## config.mk

```make
export PLATFORM = sky130hd
export DESIGN_NAME = utf8_script_language_classifier_flat
export DESIGN_NICKNAME = d
export VERILOG_FILES = /design/src/ulc_pkg.sv /design/src/ulc_in_if.sv /design/src/ulc_out_if.sv /design/src/ulc_front.sv /design/src/ulc_fifo.sv /design/src/ulc_back.sv /design/src/utf8_script_language_classifier.sv /design/src/flat_wrapper.sv
export SDC_FILE = /design/constraint.sdc
export NUM_CORES = 1
export LEC_CHECK = 0
export BUFFER_PORTS_ARGS = -buffer_cell sky130_fd_sc_hd__buf_4
export CAP_MARGIN = 0
export CORE_ASPECT_RATIO = 0.75
export CORE_UTILIZATION = 42
export CTS_CLUSTER_DIAMETER = 40
export DETAILED_ROUTE_END_ITERATION = 6
export PLACE_DENSITY = 0.59
export SKIP_LAST_GASP = 1
export SLEW_MARGIN = 20
export SYNTH_ARGS = -nofsm -noshare
export SYNTH_HDL_FRONTEND = slang
export SYNTH_HIERARCHICAL = 1
export SYNTH_SLANG_ARGS = --single-unit
```

## constraint.sdc

```tcl
create_clock -name clk -period 7.5 [get_ports clk]
set_input_delay 1.5 -clock clk [delete_from_list [all_inputs] [get_ports clk]]
set_output_delay 1.5 -clock clk [all_outputs]
set_load 0.005 [all_outputs]
```

## src/ulc_pkg.sv

```systemverilog
package ulc_pkg;

  localparam int SCORE_BITS = 24;
  localparam int CP_BITS    = 21;

  localparam int FIFO_PTR_BITS = 1;
  localparam int FIFO_DEPTH    = 1 << FIFO_PTR_BITS;
  localparam int FIFO_CNT_BITS = FIFO_PTR_BITS + 1;

  localparam logic [7:0] LEAD_TWO_MIN   = 8'h80;
  localparam logic [7:0] LEAD_THREE_MIN = 8'hE0;
  localparam logic [7:0] LEAD_FOUR_MIN  = 8'hF0;
  localparam logic [7:0] CONT_MASK      = 8'h3F;

  localparam logic [CP_BITS-1:0] CP_KANA_LO   = 21'h03040;
  localparam logic [CP_BITS-1:0] CP_KANA_HI   = 21'h030FF;
  localparam logic [CP_BITS-1:0] CP_HANGUL_LO = 21'h0AC00;
  localparam logic [CP_BITS-1:0] CP_HANGUL_HI = 21'h0D7AF;
  localparam logic [CP_BITS-1:0] CP_JAMO_LO   = 21'h01100;
  localparam logic [CP_BITS-1:0] CP_JAMO_HI   = 21'h011FF;
  localparam logic [CP_BITS-1:0] CP_CJK_LO    = 21'h04E00;
  localparam logic [CP_BITS-1:0] CP_CJK_HI    = 21'h09FFF;
  localparam logic [CP_BITS-1:0] CP_CJKA_LO   = 21'h03400;
  localparam logic [CP_BITS-1:0] CP_CJKA_HI   = 21'h04DBF;
  localparam logic [CP_BITS-1:0] CP_CJKB_LO   = 21'h20000;
  localparam logic [CP_BITS-1:0] CP_CJKB_HI   = 21'h2A6DF;
  localparam logic [CP_BITS-1:0] CP_BOPO_M_LO = 21'h002EA;
  localparam logic [CP_BITS-1:0] CP_BOPO_M_HI = 21'h002EB;
  localparam logic [CP_BITS-1:0] CP_BOPO_LO   = 21'h03100;
  localparam logic [CP_BITS-1:0] CP_BOPO_HI   = 21'h0312F;

  typedef enum logic [2:0] {
    KIND_NONE,
    KIND_JP3,
    KIND_KO3,
    KIND_ZH1,
    KIND_ZH3
  } kind_t;

  typedef enum logic [2:0] {
    LANG_EN    = 3'd0,
    LANG_JA    = 3'd1,
    LANG_KO    = 3'd2,
    LANG_ZH    = 3'd3,
    LANG_OTHER = 3'd4
  } lang_t;

  typedef struct packed {
    kind_t kind;
    logic  last;
  } evt_t;

  function automatic kind_t classify(input logic [CP_BITS-1:0] cp);
    kind_t k;
    k = KIND_NONE;
    if (cp inside {[CP_KANA_LO:CP_KANA_HI]}) begin
      k = KIND_JP3;
    end else if (cp inside {[CP_HANGUL_LO:CP_HANGUL_HI], [CP_JAMO_LO:CP_JAMO_HI]}) begin
      k = KIND_KO3;
    end else if (cp inside {[CP_CJK_LO:CP_CJK_HI], [CP_CJKA_LO:CP_CJKA_HI],
                            [CP_CJKB_LO:CP_CJKB_HI]}) begin
      k = KIND_ZH1;
    end else if (cp inside {[CP_BOPO_M_LO:CP_BOPO_M_HI], [CP_BOPO_LO:CP_BOPO_HI]}) begin
      k = KIND_ZH3;
    end
    return k;
  endfunction

endpackage

```

## src/ulc_in_if.sv

```systemverilog
interface ulc_in_if;
  logic       valid;
  logic       ready;
  logic [7:0] text_byte;
  logic       byte_present;
  logic       end_of_text;

  modport source (output valid, output text_byte, output byte_present,
                  output end_of_text, input ready);
  modport sink (input valid, input text_byte, input byte_present,
                input end_of_text, output ready);
endinterface

```

## src/ulc_out_if.sv

```systemverilog
interface ulc_out_if;
  logic       valid;
  logic       ready;
  logic [2:0] language;

  modport source (output valid, output language, input ready);
  modport sink (input valid, input language, output ready);
endinterface

```

## src/ulc_front.sv

```systemverilog
module ulc_front (
  input  logic          clk,
  input  logic          rst_n,
  ulc_in_if.sink        in_ch,
  output logic          push,
  output ulc_pkg::evt_t push_data,
  input  logic          full
);
  import ulc_pkg::*;

  logic [1:0]         exp_r, exp_nxt;
  logic [CP_BITS-1:0] cp_r, cp_nxt;
  logic [CP_BITS-1:0] merged;
  logic [CP_BITS-1:0] done_cp;
  logic               done;
  logic               accept;
  logic [7:0]         c;
  kind_t              kind;

  assign in_ch.ready = !full;
  assign accept      = in_ch.valid && in_ch.ready;
  assign c           = in_ch.text_byte;

  always_comb begin
    case (exp_r)
      2'd1:    merged = cp_r | {15'b0, c[5:0]};
      2'd2:    merged = cp_r | {9'b0, c[5:0], 6'b0};
      2'd3:    merged = cp_r | {3'b0, c[5:0], 12'b0};
      default: merged = cp_r;
    endcase
  end

  always_comb begin
    exp_nxt = exp_r;
    cp_nxt  = cp_r;
    done    = 1'b0;
    done_cp = '0;
    if (in_ch.byte_present) begin
      if (exp_r == 2'd0) begin
        if (c < LEAD_TWO_MIN) begin
          done    = 1'b1;
          done_cp = {13'b0, c};
        end else if (c < LEAD_THREE_MIN) begin
          cp_nxt  = {10'b0, c[4:0], 6'b0};
          exp_nxt = 2'd1;
        end else if (c < LEAD_FOUR_MIN) begin
          cp_nxt  = {5'b0, c[3:0], 12'b0};
          exp_nxt = 2'd2;
        end else begin
          cp_nxt  = {c[2:0], 18'b0};
          exp_nxt = 2'd3;
        end
      end else begin
        exp_nxt = exp_r - 2'd1;
        if (exp_nxt == 2'd0) begin
          done    = 1'b1;
          done_cp = merged;
          cp_nxt  = '0;
        end else begin
          cp_nxt = merged;
        end
      end
    end
    // score a cut-short sequence with its missing bits as zero
    if (in_ch.end_of_text) begin
      if (exp_nxt != 2'd0) begin
        done    = 1'b1;
        done_cp = cp_nxt;
      end
      exp_nxt = 2'd0;
      cp_nxt  = '0;
    end
  end

  assign kind           = done ? classify(done_cp) : KIND_NONE;
  assign push           = accept && (kind != KIND_NONE || in_ch.end_of_text);
  assign push_data.kind = kind;
  assign push_data.last = in_ch.end_of_text;

  always_ff @(posedge clk) begin
    if (!rst_n) begin
      exp_r <= '0;
      cp_r  <= '0;
    end else if (accept) begin
      exp_r <= exp_nxt;
      cp_r  <= cp_nxt;
    end
  end

  a_clear_after_last: assert property (@(posedge clk) disable iff (!rst_n)
    (accept && in_ch.end_of_text) |=> (exp_r == 2'd0 && cp_r == '0))
    else $error("decoder state not cleared after final beat");

endmodule

```

## src/ulc_fifo.sv

```systemverilog
module ulc_fifo (
  input  logic          clk,
  input  logic          rst_n,
  input  logic          push,
  input  ulc_pkg::evt_t push_data,
  output logic          full,
  input  logic          pop,
  output logic          head_valid,
  output ulc_pkg::evt_t head_data
);
  import ulc_pkg::*;

  evt_t                     mem_r [FIFO_DEPTH];
  logic [FIFO_PTR_BITS-1:0] wr_ptr_r, rd_ptr_r;
  logic [FIFO_CNT_BITS-1:0] count_r;
  logic                     do_push;

  assign full       = (count_r == FIFO_CNT_BITS'(FIFO_DEPTH));
  assign head_valid = (count_r != '0);
  assign head_data  = mem_r[rd_ptr_r];
  assign do_push    = push && !full;

  always_ff @(posedge clk) begin
    if (do_push) begin
      mem_r[wr_ptr_r] <= push_data;
    end
  end

  always_ff @(posedge clk) begin
    if (!rst_n) begin
      wr_ptr_r <= '0;
      rd_ptr_r <= '0;
      count_r  <= '0;
    end else begin
      if (do_push) begin
        wr_ptr_r <= wr_ptr_r + 1'b1;
      end
      if (pop) begin
        rd_ptr_r <= rd_ptr_r + 1'b1;
      end
      if (do_push && !pop) begin
        count_r <= count_r + 1'b1;
      end else if (pop && !do_push) begin
        count_r <= count_r - 1'b1;
      end
    end
  end

  a_count_bound: assert property (@(posedge clk) disable iff (!rst_n)
    count_r <= FIFO_CNT_BITS'(FIFO_DEPTH))
    else $error("queue count beyond depth");

  a_no_pop_empty: assert property (@(posedge clk) disable iff (!rst_n)
    pop |-> head_valid)
    else $error("pop from empty queue");

endmodule

```

## src/ulc_back.sv

```systemverilog
module ulc_back (
  input  logic          clk,
  input  logic          rst_n,
  input  logic          head_valid,
  input  ulc_pkg::evt_t head_data,
  output logic          pop,
  ulc_out_if.source     out_ch
);
  import ulc_pkg::*;

  logic [SCORE_BITS-1:0] jp_r, jp_nxt, ko_r, ko_nxt, zh_r, zh_nxt;
  logic [SCORE_BITS-1:0] jp_upd, ko_upd, zh_upd;
  logic                  out_valid_r, out_valid_nxt;
  lang_t                 lang_r, lang_nxt;

  function automatic logic [SCORE_BITS-1:0] sat_add(input logic [SCORE_BITS-1:0] s,
                                                    input logic [1:0] inc);
    logic [SCORE_BITS:0] sum;
    sum = {1'b0, s} + {{(SCORE_BITS-1){1'b0}}, inc};
    return sum[SCORE_BITS] ? {SCORE_BITS{1'b1}} : sum[SCORE_BITS-1:0];
  endfunction

  function automatic lang_t decide(input logic [SCORE_BITS-1:0] j,
                                   input logic [SCORE_BITS-1:0] k,
                                   input logic [SCORE_BITS-1:0] h);
    lang_t l;
    if (j == '0 && k == '0 && h == '0) begin
      l = LANG_EN;
    end else if (j > k && j > h) begin
      l = LANG_JA;
    end else if (k > j && k > h) begin
      l = LANG_KO;
    end else if (h != '0) begin
      l = LANG_ZH;
    end else begin
      l = LANG_OTHER;
    end
    return l;
  endfunction

  assign pop = head_valid && (!head_data.last || !out_valid_r || out_ch.ready);

  always_comb begin
    jp_upd = jp_r;
    ko_upd = ko_r;
    zh_upd = zh_r;
    case (head_data.kind)
      KIND_JP3: jp_upd = sat_add(jp_r, 2'd3);
      KIND_KO3: ko_upd = sat_add(ko_r, 2'd3);
      KIND_ZH1: zh_upd = sat_add(zh_r, 2'd1);
      KIND_ZH3: zh_upd = sat_add(zh_r, 2'd3);
      default: ;
    endcase
  end

  always_comb begin
    jp_nxt        = jp_r;
    ko_nxt        = ko_r;
    zh_nxt        = zh_r;
    lang_nxt      = lang_r;
    out_valid_nxt = out_valid_r && !out_ch.ready;
    if (pop) begin
      if (head_data.last) begin
        lang_nxt      = decide(jp_upd, ko_upd, zh_upd);
        out_valid_nxt = 1'b1;
        jp_nxt        = '0;
        ko_nxt        = '0;
        zh_nxt        = '0;
      end else begin
        jp_nxt = jp_upd;
        ko_nxt = ko_upd;
        zh_nxt = zh_upd;
      end
    end
  end

  always_ff @(posedge clk) begin
    if (!rst_n) begin
      jp_r        <= '0;
      ko_r        <= '0;
      zh_r        <= '0;
      out_valid_r <= 1'b0;
      lang_r      <= LANG_EN;
    end else begin
      jp_r        <= jp_nxt;
      ko_r        <= ko_nxt;
      zh_r        <= zh_nxt;
      out_valid_r <= out_valid_nxt;
      lang_r      <= lang_nxt;
    end
  end

  assign out_ch.valid    = out_valid_r;
  assign out_ch.language = lang_r;

  a_scores_cleared: assert property (@(posedge clk) disable iff (!rst_n)
    (pop && head_data.last) |=> (jp_r == '0 && ko_r == '0 && zh_r == '0 && out_valid_r))
    else $error("scores not cleared or result not raised after final beat");

endmodule

```

## src/utf8_script_language_classifier.sv

```systemverilog
// UTF-8 script classifier: takes one text byte per beat and returns one language code
// (0 english, 1 japanese, 2 korean, 3 chinese, 4 other) for each beat marked end_of_text.
// A byte is accepted every cycle while the two-entry event queue between the decoder
// and the scorer has room; the decoder and range compares act on each byte as it is
// taken, and the scorer retires one event per cycle unless a held result stalls it.
// The final beat's event is queued, then popped by the scorer into the output register;
// only a result held by a stalled consumer backs the queue up and lowers in_ch.ready.
module utf8_script_language_classifier (
  input  logic      clk,
  input  logic      rst_n,
  ulc_in_if.sink    in_ch,
  ulc_out_if.source out_ch
);
  import ulc_pkg::*;

  logic push, full, pop, head_valid;
  evt_t push_data, head_data;

  ulc_front u_front (
    .clk       (clk),
    .rst_n     (rst_n),
    .in_ch     (in_ch),
    .push      (push),
    .push_data (push_data),
    .full      (full)
  );

  ulc_fifo u_fifo (
    .clk        (clk),
    .rst_n      (rst_n),
    .push       (push),
    .push_data  (push_data),
    .full       (full),
    .pop        (pop),
    .head_valid (head_valid),
    .head_data  (head_data)
  );

  ulc_back u_back (
    .clk        (clk),
    .rst_n      (rst_n),
    .head_valid (head_valid),
    .head_data  (head_data),
    .pop        (pop),
    .out_ch     (out_ch)
  );

endmodule
```

## src/flat_wrapper.sv

```systemverilog
// flat-port wrapper written by rule: the top's interface ports become plain ports
module utf8_script_language_classifier_flat import ulc_pkg::*;
  (clk, rst_n, in_ch_valid, in_ch_text_byte, in_ch_byte_present, in_ch_end_of_text, in_ch_ready, out_ch_valid, out_ch_language, out_ch_ready);
  ulc_in_if in_ch_i ();
  ulc_out_if out_ch_i ();
  input  logic clk;
  input  logic rst_n;
  input wire logic [$bits(in_ch_i.valid)-1:0] in_ch_valid;
  input wire logic [$bits(in_ch_i.text_byte)-1:0] in_ch_text_byte;
  input wire logic [$bits(in_ch_i.byte_present)-1:0] in_ch_byte_present;
  input wire logic [$bits(in_ch_i.end_of_text)-1:0] in_ch_end_of_text;
  output wire logic [$bits(in_ch_i.ready)-1:0] in_ch_ready;
  output wire logic [$bits(out_ch_i.valid)-1:0] out_ch_valid;
  output wire logic [$bits(out_ch_i.language)-1:0] out_ch_language;
  input wire logic [$bits(out_ch_i.ready)-1:0] out_ch_ready;
  assign in_ch_i.valid = in_ch_valid;
  assign in_ch_i.text_byte = in_ch_text_byte;
  assign in_ch_i.byte_present = in_ch_byte_present;
  assign in_ch_i.end_of_text = in_ch_end_of_text;
  assign in_ch_ready = in_ch_i.ready;
  assign out_ch_valid = out_ch_i.valid;
  assign out_ch_language = out_ch_i.language;
  assign out_ch_i.ready = out_ch_ready;
  utf8_script_language_classifier u_core (.clk(clk), .rst_n(rst_n), .in_ch(in_ch_i), .out_ch(out_ch_i));
endmodule
```

==> results.md <==
Hold path:
- The type of the most critical hold path is reg2reg.

GRT:
- The first global-routing pass estimated 55300 um of wire.
- The leftover overflow at the end of global routing is 0.
- The initial antenna violation count is 0.
- Entering global routing, the biggest net connects 104 pins.
- The total routing resource utilization after global routing is 28.0%.
- The number of global-route vias before repair is 9277.

STA:
- Summed over all failing endpoints, the final setup total negative slack is 0 ns.
- The hold violation count in the final report is 0.
- The final clock period utilization by the worst path is 72.1%.
- Setup slack closes at 2.09 ns.
- Setup repair after global routing left no endpoint under its margin.
- The final-report max-slew violation count came to 0.
- For the final database, setup skew stands at 0.0109 ns.
- Counting I/O delays and the setup requirement, the final critical path takes 5.41 ns.
- The normalized max-slew margin is 26.3%.
- The number of endpoints failing setup at the final stage is 0.
- The slew at the pin closest to its max-slew limit is 1.10 ns.
- The maximum operating frequency is 185 MHz.

Critical path:
- The reg-to-reg setup timing slack is 2.09 ns.
- The cell depth of the worst flop-to-flop path is 15.
- The type of element capturing the critical path is a flop.
- The worst endpoint data arrival time is 5.67 ns.
- The capturing point of the worst reg2reg path is u_core/u_back/out_ch.language[2].
- The required arrival time at the worst endpoint is 7.76 ns.
- The launch point of the worst reg-to-reg path is u_core/u_back/zh_r[7].
- The maximum fanout encountered on the critical timing path is 12.
- The element type at the critical path start is a flop.
- The end point of the critical path is u_core/u_back/out_ch.language[2].
- The critical path is of the reg2reg type.
- The critical path starts at u_core/u_back/zh_r[7].

Floorplan:
- The count of boundary I/O pins is 19.
- The total core area is 0.0242 mm2.
- The initial utilization of the core area, before any placement, comes to 43.2%.
- In this run the horizontal extent of the chip is 184 um.
- The die boundary height is 139 um.
- The die covers 0.0256 mm2.
- The number of cell rows is 49.

Logic synthesis:
- After synthesis, the netlist uses 96 different library cells.
- In this run, synthesis produced a sequential element count of 112.
- After Yosys synthesis, and, or, nand and nor cells account for 30.1% of the synthesized area.
- Summing the areas of all xor and xnor instances in the mapped netlist gives 4.01% of the synthesized area.
- The prevailing post-synth register cell is dfxtp_1.
- In this run, synthesis inferred 8 flip-flops with an integrated enable.
- In this run the mean area of a mapped cell was 7.54 um2.
- Multiplexer cells account for 2.51% of the synthesized area.
- During synthesis, Yosys emitted a total of 6 warnings.
- Counting every instance in the synthesized netlist gives 1389.
- The adder-cell share of the synthesized area is 9.20%.
- The sequential share of the synthesized area is 22.2%.
- The post-synthesis compound-gate area fraction is 25.8%.
- The synthesized netlist net count is 1480.
- The combinational family with the most area after synthesis is simple AND/OR/NAND/NOR gates.
- After synthesis, the share of flip-flops with an asynchronous set or reset is 0%.
- The post-synthesis instance area is 0.0105 mm2.

Pwr:
- The analysis attributes to cell leakage a power of 4.01 nW.
- In this run the power density over the cells is 200 mW/mm2.
- The maximum resistive drop on vdd is 0.296 mV.

Placement:
- After legalization and detailed placement, the total HPWL measured 26600 um.
- Port buffering added 18 buffers.
- The setup slack at placement is 2.13 ns.
- The global placer's final weighted congestion is 1.00.

Clock network:
- The buffer count from post-CTS setup fixing is 0.
- Clock-pin slew was measured on the worst setup and hold paths at 0.08 ns.
- The number of buffers on the longest clock path is 2.
- TritonCTS built the clock tree.
- At the later pin of the worst-skew pair, clock insertion delay measures 0.37 ns.
- The H-tree was split into 3 levels.
- The total clock sinks is 112.
- After clock tree synthesis, the repair step resized 0 gates.
- The number of buffers added to fix hold violations after cts is 0.
- Buffers inserted during clock tree synthesis total 9.
- The clock root buffer is clkbuf_16.

Drt:
- For this run, the detailed router's first-pass iteration total came to 5.
- After detailed routing, the number of remaining DRC violations is 0.
- The first routing iteration left 1422 violations.
- The detailed router placed 10600 vias in this run.
- The routed wire length is 35700 um.
- The vias per cell is 6.38.
- The post-route antenna net violation count is 0.
- Dividing the detail-routed wire length by the instance count gives 21.5 um.

Finish:
- In the layout the commonest cells are nand2_1, dfxtp_1, nor2_1.
- Compared with the post-synthesis result, the final layout area differs by 4.55%.
- Cells with a size suffix above 1 make up 6.53% of the layout.
- The number of nets in the layout is 1419.
- Leaving out fill and tap cells, the most frequent cell in the layout is nand2_1.
- The final antenna diode count is 0.
- The number of fill cells is 2457.

Job:
- The tool flagged a number of max-cap violations equal to 0.

Outcome:
- The flow ran to the end, and the final reports show no timing, DRC or antenna violations.
final cells by class:
type / instances / area, um2 / area share [%]
multi-input combinational: 1122 / 7510 / 68.6
sequential: 112 / 2320 / 21.2
tap: 331 / 414 / 3.78
clock buffer: 11 / 233 / 2.13
inverter: 56 / 210 / 1.92
timing repair buffer: 27 / 203 / 1.85
clock inverter: 5 / 56.3 / 0.514
logic make-up after synthesis:
group	Yosys count
XOR/XNOR	48
AO/OA/AOI/OAI	390
adder cells (fa/ha/maj)	77
multiplexers	25
buffers and inverters	155
AND/OR/NAND/NOR	582
flip-flops	112
metal layers:
layer / track usage, % / vias to the layer above / share of wire [%]
li1: - / 5038 / -
met1: 44.3 / 5011 / 50
met2: 35.5 / 534 / 37
met3: 8.43 / 38 / 11
met4: 6.54 / 0 / 1.5
met5: 0 / - / 0
power breakdown:
part	internal (mW)	total [mW]	switching, mW	leakage, nW
registers	0.636	0.679	0.0430	0.916
logic	0.327	1.01	0.679	2.95
clock network	0.260	0.502	0.242	0.140
synthesized netlist by cell type (all sizes together), types with 11 or more instances:
cell / count / area share [%]
dfxtp: 104 / 20
a31oi: 24 / 1.4
o211ai: 13 / 0.93
o21a: 16 / 1.1
nand4: 39 / 2.3
clkbuf: 76 / 2.7
and2: 41 / 2.4
xor2: 17 / 1.4
buf: 23 / 1.4
inv: 56 / 2.0
nor2: 88 / 3.2
and4: 11 / 0.92
nand3: 51 / 2.4
or3: 12 / 0.72
xnor2: 31 / 2.6
nor2b: 62 / 3.7
nand2: 134 / 4.8
ha: 77 / 9.2
o21ai: 91 / 4.3
nor3: 36 / 1.8
a21oi: 55 / 2.7
a22oi: 58 / 4.2
a21o: 13 / 0.93
and3: 21 / 1.3
nor4: 21 / 1.5
mux2i: 15 / 1.4
sequential cells by signal (all words and copies together) (netlist names), 2 cells and up, named ones only:
register	cells
u_core/u_fifo/count_r	2
u_core/u_front/exp_r	2
u_core/u_front/cp_r	21
u_core/u_back/jp_r	24
u_core/u_back/out_ch.language	3
u_core/u_back/ko_r	24
u_core/u_back/zh_r	24
u_core/u_fifo/mem_r	8
worst min path at each step:
| stage | start | to | depth (start not counted) |
|---|---|---|---|
| after detailed placement | u_core/u_back/out_ch.language[0] | u_core/u_back/out_ch.language[0] | 2 |
| after floorplan | u_core/u_back/out_ch.language[0] | u_core/u_back/out_ch.language[0] | 2 |
| after global placement | u_core/u_back/out_ch.language[0] | u_core/u_back/out_ch.language[0] | 2 |
| after global routing | u_core/u_back/out_ch.language[0] | u_core/u_back/out_ch.language[0] | 2 |
| after CTS | u_core/u_back/out_ch.language[0] | u_core/u_back/out_ch.language[0] | 2 |
| final | u_core/u_back/out_ch.language[0] | u_core/u_back/out_ch.language[0] | 2 |
worst max-delay path, cell delays in order (launching register included):
cell      delay (ns)
dfxtp_1         0.56
nand4_1         0.47
or4_1           0.64
o21ai_1         0.80
o22a_1          0.41
o21ai_0         0.14
and2_1          0.22
ha_1            0.31
nand4_1         0.13
nor4_1          0.50
o22a_1          0.21
a211oi_1        0.04
a211o_1         0.33
nor2b_1         0.16
and3b_1         0.16
a22o_1          0.19
through the flow:
stage          area (um2)  total power [mW]  hold WS [ns]  std cells  util [%]
2_1_floorplan       10500              1.36         0.449       1389         -
3_3_place_gp        10700              1.66         0.472       1648      44.0
3_5_place_dp        10700              1.67         0.457       1648      44.0
4_1_cts             10900              2.17         0.473       1664      45.2
5_1_grt             10900              2.32         0.504       1664      45.2
6_report            10900              2.19         0.471       1664      45.2
Power figures use the tool's default switching activity.
